`src/design/cseb_pkg.sv`:
```
package cseb_pkg;

	localparam int unsigned SLOTS  = 16;
	localparam int unsigned SLOT_W = 4;
	localparam int unsigned BTN_W  = 21;
	localparam int unsigned SRC_W  = 22;
	localparam int unsigned ID_W   = 32;
	localparam int unsigned CNT_W  = 5;

	typedef enum logic [2:0] {
		EV_DISC     = 3'd0,
		EV_CONN     = 3'd1,
		EV_STATE    = 3'd2,
		EV_BAD_SLOT = 3'd3,
		EV_CAPACITY = 3'd4
	} event_kind_t;

	localparam logic       OP_ARRIVAL = 1'b0;
	localparam logic       OP_STATE   = 1'b1;

	localparam logic [1:0] REG_MAX_CTRL  = 2'd0;
	localparam logic [1:0] REG_BASIC_EN  = 2'd1;
	localparam logic [1:0] REG_RUMBLE_EN = 2'd2;

	// source bit feeding each remapped button
	localparam logic [4:0] BTN_SRC_BIT [BTN_W] = '{
		5'd12, 5'd13, 5'd14, 5'd15, 5'd0, 5'd1, 5'd2, 5'd3,
		5'd8, 5'd9, 5'd6, 5'd7, 5'd4, 5'd5, 5'd10, 5'd20,
		5'd16, 5'd17, 5'd18, 5'd19, 5'd21
	};

	typedef struct packed {
		logic                 id_we;
		logic                 id_re;
		logic                 cap_we;
		logic                 cap_re;
		logic [SLOT_W-1:0]    addr;
		logic [ID_W-1:0]      id_wdata;
		logic [BTN_W:0]       cap_wdata;
	} tbl_req_t;

	typedef struct packed {
		logic [ID_W-1:0]      id_rd;
		logic [BTN_W:0]       cap_rd;
	} tbl_rsp_t;

	typedef struct packed {
		event_kind_t          kind;
		logic [ID_W-1:0]      id;
		logic [BTN_W-1:0]     btn;
		logic                 rumble;
		logic signed [15:0]   lx;
		logic signed [15:0]   ly;
		logic signed [15:0]   rx;
		logic signed [15:0]   ry;
		logic [15:0]          lt;
		logic [15:0]          rt;
		logic                 last;
	} result_t;

	function automatic logic [BTN_W-1:0] remap_buttons(input logic [SRC_W-1:0] src);
		logic [BTN_W-1:0] r;
		for (int b = 0; b < BTN_W; b++) begin
			r[b] = src[BTN_SRC_BIT[b]];
		end
		return r;
	endfunction

	function automatic logic signed [15:0] neg_sat16(input logic signed [15:0] v);
		return (v == 16'sh8000) ? 16'sh7FFF : -v;
	endfunction

endpackage

```
`src/design/controller_slot_event_bridge_top.sv`:
```
// Arrival transaction: no result unless the slot index is out of range; the block stays idle,
// so the next transaction can be taken while the output is free. An enabled state transaction
// gives one result per disconnected slot, then 0 to 2 more (connect and state, state, or a
// capacity error); output stalls hold it, and the next accept waits until it is idle again.
// Reset (arst_n low, asynchronous): control registers zero, all slots empty, next id one;
// slot memories are not cleared; valid bits mark their entries, so no clearing pass is needed.
module controller_slot_event_bridge_top (
	input  logic               clk,
	input  logic               arst_n,
	input  logic               cfg_we,
	input  logic [1:0]         cfg_index,
	input  logic [4:0]         cfg_data,
	input  logic               in_valid,
	output logic               in_stall,
	input  logic               op,
	input  logic [3:0]         slot_index,
	input  logic [21:0]        supported_buttons,
	input  logic               rumble_capable,
	input  logic [15:0]        present_mask,
	input  logic [21:0]        pressed_buttons,
	input  logic signed [15:0] left_stick_x,
	input  logic signed [15:0] left_stick_y,
	input  logic signed [15:0] right_stick_x,
	input  logic signed [15:0] right_stick_y,
	input  logic [7:0]         left_trigger_in,
	input  logic [7:0]         right_trigger_in,
	output logic               out_valid,
	input  logic               out_stall,
	output logic [2:0]         event_kind,
	output logic [31:0]        assigned_id,
	output logic [20:0]        button_bits,
	output logic               rumble_supported,
	output logic signed [15:0] left_x_out,
	output logic signed [15:0] left_y_out,
	output logic signed [15:0] right_x_out,
	output logic signed [15:0] right_y_out,
	output logic [15:0]        left_trigger_out,
	output logic [15:0]        right_trigger_out,
	output logic               last
);

	typedef enum logic [5:0] {
		ST_IDLE  = 6'b000001,
		ST_SCAN  = 6'b000010,
		ST_DISC  = 6'b000100,
		ST_CONN  = 6'b001000,
		ST_STATE = 6'b010000,
		ST_ERR   = 6'b100000
	} state_t;

	state_t                             state_q;
	logic [cseb_pkg::CNT_W-1:0]         max_ctrl_q;
	logic                               basic_en_q;
	logic                               rumble_en_q;
	logic [cseb_pkg::SLOTS-1:0]         active_q;
	logic [cseb_pkg::SLOTS-1:0]         cap_vld_q;
	logic [cseb_pkg::SLOTS-1:0]         disc_q;
	logic [cseb_pkg::CNT_W-1:0]         cnt_q;
	logic [cseb_pkg::ID_W-1:0]          next_id_q;
	logic [cseb_pkg::ID_W-1:0]          cur_id_q;
	logic                               conn_q;
	logic                               disc_last_q;
	logic                               cap_vld_rd_q;

	logic [cseb_pkg::SLOT_W-1:0]        idx_q;
	logic [cseb_pkg::SLOTS-1:0]         mask_q;
	logic [cseb_pkg::BTN_W-1:0]         prs_q;
	logic signed [15:0]                 lx_q;
	logic signed [15:0]                 ly_q;
	logic signed [15:0]                 rx_q;
	logic signed [15:0]                 ry_q;
	logic [15:0]                        lt_q;
	logic [15:0]                        rt_q;

	cseb_pkg::result_t                  out_q;
	logic                               out_valid_q;

	cseb_pkg::tbl_req_t                 req;
	cseb_pkg::tbl_rsp_t                 rsp;
	cseb_pkg::result_t                  res_d;
	logic                               load;
	logic                               out_free;
	logic                               accept;
	logic                               bad_slot;
	logic                               state_on;
	logic [cseb_pkg::SLOT_W-1:0]        pick;
	logic [cseb_pkg::SLOTS-1:0]         disc_rest;
	logic                               scan_disc;
	logic                               scan_done;
	logic                               scan_have;
	logic                               cap_full;
	logic                               scan_err;
	logic                               scan_new;
	logic [cseb_pkg::BTN_W:0]           caps;

	cseb_slot_table u_table (
		.clk (clk),
		.req (req),
		.rsp (rsp)
	);

	assign out_free = !out_valid_q || !out_stall;
	assign in_stall = !((state_q == ST_IDLE) && out_free);
	assign accept   = in_valid && !in_stall;
	assign bad_slot = ({1'b0, slot_index} >= (cseb_pkg::SLOT_W + 1)'(cseb_pkg::SLOTS));
	assign state_on = (max_ctrl_q != '0) && basic_en_q;

	always_comb begin
		pick = '0;
		for (int i = cseb_pkg::SLOTS - 1; i >= 0; i--) begin
			if (disc_q[i]) begin
				pick = cseb_pkg::SLOT_W'(i);
			end
		end
		disc_rest       = disc_q;
		disc_rest[pick] = 1'b0;
	end

	assign scan_disc = |disc_q;
	assign scan_done = !scan_disc && !mask_q[idx_q];
	assign scan_have = !scan_disc && mask_q[idx_q] && active_q[idx_q];
	assign cap_full  = (cnt_q >= max_ctrl_q) || (next_id_q == '1);
	assign scan_err  = !scan_disc && mask_q[idx_q] && !active_q[idx_q] && cap_full;
	assign scan_new  = !scan_disc && mask_q[idx_q] && !active_q[idx_q] && !cap_full;
	assign caps      = cap_vld_rd_q ? rsp.cap_rd : '0;

	always_comb begin
		req   = '0;
		req.addr = idx_q;
		res_d = '0;
		load  = 1'b0;
		unique case (state_q)
			ST_IDLE: begin
				req.addr = slot_index;
				if (accept && bad_slot) begin
					load          = 1'b1;
					res_d.kind    = cseb_pkg::EV_BAD_SLOT;
					res_d.last    = 1'b1;
				end else if (accept && op == cseb_pkg::OP_ARRIVAL && !active_q[slot_index]) begin
					req.cap_we    = 1'b1;
					req.cap_wdata = {rumble_capable, cseb_pkg::remap_buttons(supported_buttons)};
				end
			end
			ST_SCAN: begin
				if (scan_disc) begin
					req.addr  = pick;
					req.id_re = 1'b1;
				end else if (scan_have) begin
					req.id_re  = 1'b1;
					req.cap_re = 1'b1;
				end else if (scan_new) begin
					req.id_we    = 1'b1;
					req.id_wdata = next_id_q;
					req.cap_re   = 1'b1;
				end
			end
			ST_DISC: begin
				load       = out_free;
				res_d.kind = cseb_pkg::EV_DISC;
				res_d.id   = rsp.id_rd;
				res_d.last = disc_last_q;
			end
			ST_CONN: begin
				load         = out_free;
				res_d.kind   = cseb_pkg::EV_CONN;
				res_d.id     = cur_id_q;
				res_d.btn    = caps[cseb_pkg::BTN_W-1:0];
				res_d.rumble = caps[cseb_pkg::BTN_W] && rumble_en_q;
			end
			ST_STATE: begin
				load       = out_free;
				res_d.kind = cseb_pkg::EV_STATE;
				res_d.id   = conn_q ? cur_id_q : rsp.id_rd;
				res_d.btn  = prs_q & caps[cseb_pkg::BTN_W-1:0];
				res_d.lx   = lx_q;
				res_d.ly   = ly_q;
				res_d.rx   = rx_q;
				res_d.ry   = ry_q;
				res_d.lt   = lt_q;
				res_d.rt   = rt_q;
				res_d.last = 1'b1;
			end
			ST_ERR: begin
				load       = out_free;
				res_d.kind = cseb_pkg::EV_CAPACITY;
				res_d.last = 1'b1;
			end
			default: begin
				load = 1'b0;
			end
		endcase
	end

	always_ff @(posedge clk or negedge arst_n) begin
		if (!arst_n) begin
			max_ctrl_q  <= '0;
			basic_en_q  <= 1'b0;
			rumble_en_q <= 1'b0;
		end else if (cfg_we) begin
			unique case (cfg_index)
				cseb_pkg::REG_MAX_CTRL:  max_ctrl_q  <= cfg_data;
				cseb_pkg::REG_BASIC_EN:  basic_en_q  <= cfg_data[0];
				cseb_pkg::REG_RUMBLE_EN: rumble_en_q <= cfg_data[0];
				default: ;
			endcase
		end
	end

	always_ff @(posedge clk or negedge arst_n) begin
		if (!arst_n) begin
			state_q      <= ST_IDLE;
			active_q     <= '0;
			cap_vld_q    <= '0;
			disc_q       <= '0;
			cnt_q        <= '0;
			next_id_q    <= cseb_pkg::ID_W'(1);
			cur_id_q     <= '0;
			conn_q       <= 1'b0;
			disc_last_q  <= 1'b0;
			cap_vld_rd_q <= 1'b0;
		end else begin
			unique case (state_q)
				ST_IDLE: begin
					if (accept && !bad_slot) begin
						if (op == cseb_pkg::OP_ARRIVAL) begin
							if (!active_q[slot_index]) begin
								cap_vld_q[slot_index] <= 1'b1;
							end
						end else if (state_on) begin
							disc_q  <= active_q & ~present_mask[cseb_pkg::SLOTS-1:0];
							state_q <= ST_SCAN;
						end
					end
				end
				ST_SCAN: begin
					if (scan_disc) begin
						active_q[pick]  <= 1'b0;
						cap_vld_q[pick] <= 1'b0;
						cnt_q           <= cnt_q - cseb_pkg::CNT_W'(1);
						disc_q          <= disc_rest;
						disc_last_q     <= (disc_rest == '0) && !mask_q[idx_q];
						state_q         <= ST_DISC;
					end else if (scan_done) begin
						state_q <= ST_IDLE;
					end else if (scan_have) begin
						conn_q       <= 1'b0;
						cap_vld_rd_q <= cap_vld_q[idx_q];
						state_q      <= ST_STATE;
					end else if (scan_err) begin
						state_q <= ST_ERR;
					end else begin
						active_q[idx_q] <= 1'b1;
						cnt_q           <= cnt_q + cseb_pkg::CNT_W'(1);
						next_id_q       <= next_id_q + cseb_pkg::ID_W'(1);
						cur_id_q        <= next_id_q;
						conn_q          <= 1'b1;
						cap_vld_rd_q    <= cap_vld_q[idx_q];
						state_q         <= ST_CONN;
					end
				end
				ST_DISC: begin
					if (out_free) begin
						state_q <= ST_SCAN;
					end
				end
				ST_CONN: begin
					if (out_free) begin
						state_q <= ST_STATE;
					end
				end
				ST_STATE, ST_ERR: begin
					if (out_free) begin
						state_q <= ST_IDLE;
					end
				end
				default: begin
					state_q <= ST_IDLE;
				end
			endcase
		end
	end

	always_ff @(posedge clk) begin
		if (accept) begin
			idx_q  <= slot_index;
			mask_q <= present_mask[cseb_pkg::SLOTS-1:0];
			prs_q  <= cseb_pkg::remap_buttons(pressed_buttons);
			lx_q   <= left_stick_x;
			ly_q   <= cseb_pkg::neg_sat16(left_stick_y);
			rx_q   <= right_stick_x;
			ry_q   <= cseb_pkg::neg_sat16(right_stick_y);
			lt_q   <= {left_trigger_in, left_trigger_in};
			rt_q   <= {right_trigger_in, right_trigger_in};
		end
	end

	always_ff @(posedge clk or negedge arst_n) begin
		if (!arst_n) begin
			out_valid_q <= 1'b0;
		end else if (load) begin
			out_valid_q <= 1'b1;
		end else if (!out_stall) begin
			out_valid_q <= 1'b0;
		end
	end

	always_ff @(posedge clk) begin
		if (load) begin
			out_q <= res_d;
		end
	end

	assign out_valid         = out_valid_q;
	assign event_kind        = out_q.kind;
	assign assigned_id       = out_q.id;
	assign button_bits       = out_q.btn;
	assign rumble_supported  = out_q.rumble;
	assign left_x_out        = out_q.lx;
	assign left_y_out        = out_q.ly;
	assign right_x_out       = out_q.rx;
	assign right_y_out       = out_q.ry;
	assign left_trigger_out  = out_q.lt;
	assign right_trigger_out = out_q.rt;
	assign last              = out_q.last;

endmodule

```
`src/design/cseb_slot_table.sv`:
```
module cseb_slot_table (
	input  logic               clk,
	input  cseb_pkg::tbl_req_t req,
	output cseb_pkg::tbl_rsp_t rsp
);

	logic [cseb_pkg::ID_W-1:0]  id_mem  [cseb_pkg::SLOTS];
	logic [cseb_pkg::BTN_W:0]   cap_mem [cseb_pkg::SLOTS];
	logic [cseb_pkg::ID_W-1:0]  id_rd_q;
	logic [cseb_pkg::BTN_W:0]   cap_rd_q;

	always_ff @(posedge clk) begin
		if (req.id_we) begin
			id_mem[req.addr] <= req.id_wdata;
		end
		if (req.id_re) begin
			id_rd_q <= id_mem[req.addr];
		end
	end

	always_ff @(posedge clk) begin
		if (req.cap_we) begin
			cap_mem[req.addr] <= req.cap_wdata;
		end
		if (req.cap_re) begin
			cap_rd_q <= cap_mem[req.addr];
		end
	end

	assign rsp.id_rd  = id_rd_q;
	assign rsp.cap_rd = cap_rd_q;

endmodule

```
`config.mk`:
```
export PLATFORM = sky130hd
export DESIGN_NAME = controller_slot_event_bridge_top
export DESIGN_NICKNAME = d
export VERILOG_FILES = /design/src/design/cseb_pkg.sv /design/src/design/controller_slot_event_bridge_top.sv /design/src/design/cseb_slot_table.sv
export SDC_FILE = /design/constraint.sdc
export NUM_CORES = 2
export LEC_CHECK = 0
export BUFFER_PORTS_ARGS = -buffer_cell sky130_fd_sc_hd__buf_2
export CAP_MARGIN = 20
export CELL_PAD_IN_SITES_DETAIL_PLACEMENT = 1
export CELL_PAD_IN_SITES_GLOBAL_PLACEMENT = 2
export CORE_MARGIN = 3
export CORE_UTILIZATION = 47
export DETAILED_ROUTE_END_ITERATION = 8
export PLACE_DENSITY = 0.9
export SETUP_SLACK_MARGIN = 0.05
export SLEW_MARGIN = 20
export SYNTH_ARGS = -nofsm -noshare
export SYNTH_HDL_FRONTEND = slang
export SYNTH_SLANG_ARGS = --single-unit
```
`constraint.sdc`:
```
create_clock -name clk -period 26.3 [get_ports clk]
set_input_delay 2.63 -clock clk [delete_from_list [all_inputs] [get_ports clk]]
set_output_delay 2.63 -clock clk [all_outputs]
set_load 0.005 [all_outputs]
```
==> key figures <==
Detailed routing
  – DRT Pass-1 Iters: 7
  – Vias: approximately 33000
  – Initial drt markers: 3193
  – Residual DRC: 0
  – Total wire length: roughly 150000 um
  – Vias per inst: between 5 and 6
  – Detailed-route wire length per cell: between 20 and 30 um
  – Post-route ant nets: 0

Global route
  – Total gr overflow: 0
  – First-pass GRT wire length: 219000 um
  – Gr usage total: 0.250
  – Vias in the first global route: 34900
  – Initial antenna violation count: 5
  – Pin count of the biggest net entering global routing: 195

Timing
  – Final Cycle Share: 0.238
  – FMAX: 0.160 GHz
  – Slew margin rel.: 0.250
  – TNS Setup: 0 ns
  – Final hold vios: 0
  – Finish-stage setup viols: 0
  – Final period demand of the worst path: approximately 6.3 ns
  – RSZ-0062 raised after global routing: false
  – Slew Viols, Final: 0
  – Slew @ Worst Pin: 1.12 ns
  – Setup Skew: between 0.03 and 0.04 ns
  – WHS: between 0.4 and 0.5 ns

Power
  – Worst IR Drop VDD: roughly 0.16 mV
  – Combinational power share: 0.334
  – Leakage power: 0.0229 uW
  – PwrDens: between 100 and 150 mW/mm2
  – Seq pwr share: 0.382
  – Internal: between 4000 and 5000 uW
  – Clock power share: 0.283
  – Net Sw Frac: 0.360
  – Psw: about 2400 uW
  – Pwr Total: 6780 uW

Floorplanning
  – Die width: about 340 um
  – Num rows: around 120
  – Top-Level Pins: about 310
  – Die height: 341 um
  – Initial Util: 0.476
  – Die area: between 0.1 and 0.15 mm2
  – Core ar.: 0.111 mm2

Yosys
  – Synthesized area: ~0.053 mm2
  – Ys flop type: edfxtp_1
  – Ranking of synthesized cells by area: edfxtp_1 67%, dfrtp_1 6.3%, nand2_1 5.6%
  – Syn nets: 3830
  – Top post-synthesis cells by count: 1177 x edfxtp_1, 792 x nand2_1, 227 x and3_1
  – EDFF count, synth: 1177
  – Post-Synthesis Cells: 3660
  – Synth Register Bits: about 1300
  – Synth unique cells: just over 80
  – Syn Area/Cell: about 14 um2
  – Area leader, netlist: edfxtp_1
  – Ys Warns: 0
  – Count leader, synth: edfxtp_1
  – Post-synthesis sequential area ratio: 0.732
  – Post-synth ARST share: 0.102
  – Synth top area share: 0.669

Place
  – Port Buffer Count: around 310
  – Gp weighted congestion: 0.789
  – Hpwl dp: about 80000 um
  – Post-DP Area: approximately 0.056 mm2

Run
  – Maximum Capacitance Violations: 0

Worst setup path
  – Most used cell, CP: buf_4
  – Largest fanout on the critical path: between 150 and 200
  – CP peak stage delay: roughly 0.8 ns
  – Crit path cell chain: buf_2 > a221oi_2 > a21boi_4 > buf_4 > buf_4 > buf_12 > mux2i_1 > mux2_2 > o32ai_1 > a221o_1
  – Worst Path Arrival: 6.75 ns
  – CP delay by family, top: buffers and inverters
  – WP buf/inv: 4
  – Crit-path slowest cell: buf_4
  – Critical path class: input port to flop
  – Crit. End Element: flop
  – Critical Path Source Type: input port
  – R2r setup slk: ~20 ns
  – CP required: approximately 27 ns

CTS
  – Number of CTS-inserted buffers: between 100 and 150
  – CTS Hold Bufs: 0
  – # H-tree levels: 4
  – Worst skew pair latency: roughly 0.75 ns
  – CTS sink count: about 1300
  – Reg clk slew, reported paths: approximately 0.06 ns
  – CTS tree: done
  – Post-CTS sizing: 0
  – Max clock buf depth: 3
  – Root Driver: clkbuf_16
  – Setup Buffers After CTS: 0

Final layout
  – NumNets Final: 4130
  – Utilization after layout: 0.542
  – Layout cells sized above 1: 0.177
  – Area occupied by multi-input gates: 0.0130 mm2
  – Register area: 0.0387 mm2
  – Area growth syn-to-layout: 14.0%
  – Fillcell total: about 11000
  – Final instance area: ~0.060 mm2

Worst hold path
  – Worst min path class: flop to flop

Run status
  – Run status: completed
per-layer routing:
| layer | track usage | share of wire | wire length, um | vias up |
|---|---|---|---|---|
| met2 | 0.427 | 0.50 | 73500 | 1300 |
| li1 | - | - | - | 14200 |
| met3 | 0.0394 | 0.069 | 10100 | 250 |
| met4 | 0.0781 | 0.027 | 3920 | 0 |
| met1 | 0.329 | 0.40 | 59400 | 16900 |
| met5 | 0 | 0 | 0 | - |
layout make-up:
| cell class | instances | area share |
|---|---|---|
| tap | 1488 | 0.0309 |
| clock inverter | 50 | 0.00953 |
| timing repair buffer | 378 | 0.0352 |
| clock buffer | 203 | 0.0643 |
| multi-input combinational | 2103 | 0.216 |
| inverter | 27 | 0.00168 |
| antenna | 2 | 0.0000831 |
| sequential | 1311 | 0.642 |
state kept, by name (all words and copies together), names as in the netlist, 21 cells and up:
| register | count |
|---|---|
| u_table.id_mem | 512 |
| u_table.cap_mem | 352 |
| assigned_id | 32 |
| cur_id_q | 32 |
| next_id_q | 32 |
| u_table.id_rd_q | 32 |
| u_table.cap_rd_q | 22 |
| button_bits | 21 |
| prs_q | 21 |
cells in the final DEF (no fill, tap or decap), types with 11 or more instances in the layout:
cell type | netlist | layout
a21o_1 | 37 | 37
a21oi_1 | 78 | 76
a221o_1 | 55 | 55
a22o_1 | 33 | 33
a31oi_1 | 113 | 113
and2_1 | 135 | 135
and3_1 | 227 | 226
buf_2 | 60 | 310
buf_4 | 37 | 62
clkbuf_1 | 85 | 52
clkbuf_16 | 0 | 142
clkinv_1 | 0 | 15
dfrtp_1 | 132 | 132
edfxtp_1 | 1177 | 1177
ha_1 | 11 | 11
inv_1 | 26 | 26
mux2_2 | 61 | 60
mux2i_1 | 112 | 111
mux4_2 | 19 | 19
nand2_1 | 792 | 788
nand3_1 | 38 | 38
nand3b_1 | 18 | 18
nand4_1 | 15 | 15
nor2_1 | 91 | 58
nor2_2 | 3 | 18
nor2_4 | 1 | 19
nor3_1 | 21 | 21
o21ai_0 | 27 | 27
o32ai_1 | 48 | 48
xnor2_1 | 45 | 45
xor2_1 | 12 | 12
logic make-up (layout without fill, tap and decap cells):
| group | after synthesis | in the layout | synth area share |
|---|---|---|---|
| flops | 1311 | 1311 | 0.732 |
| buf+inv | 246 | 658 | 0.0264 |
| compound gates | 444 | 444 | 0.0623 |
| simple gates | 1397 | 1397 | 0.124 |
| other cells | 0 | 2 | 0 |
| mux | 192 | 192 | 0.0423 |
| xor+xnor | 57 | 57 | 0.00945 |
| fa+ha+maj | 13 | 13 | 0.00317 |
through the flow:
stage / setup slack (ns) / instances
floorplan: 16.33 / 3660
finish: 20.04 / 5562
global placement: 19.53 / 5307
CTS: 20.19 / 5560
global route: 19.93 / 5561
detailed placement: 19.47 / 5307
power by group through the flow:
stage	Combinational, uW	Clock (uW)	Sequential, uW
detailed placement	2240	0	2630
finish	2270	1920	2590
global placement	2160	0	2620
floorplan	1620	0	2620
global route	2440	2040	2610
CTS	2260	1950	2590
final timing paths:
| check | from | end | cells after the start |
|---|---|---|---|
| setup reg to reg | state_q[2] | u_table.cap_mem[12][20] | 9 |
| max in group asynchronous | arst_n | disc_q[3] | 2 |
| hold reg to reg | cur_id_q[19] | cur_id_q[19] | 1 |
| hold / removal | cur_id_q[19] | cur_id_q[19] | 1 |
| min in group asynchronous | arst_n | disc_q[10] | 1 |
| setup / recovery | slot_index[0] | u_table.id_rd_q[2] | 10 |
(Power assumes the default switching activity.)
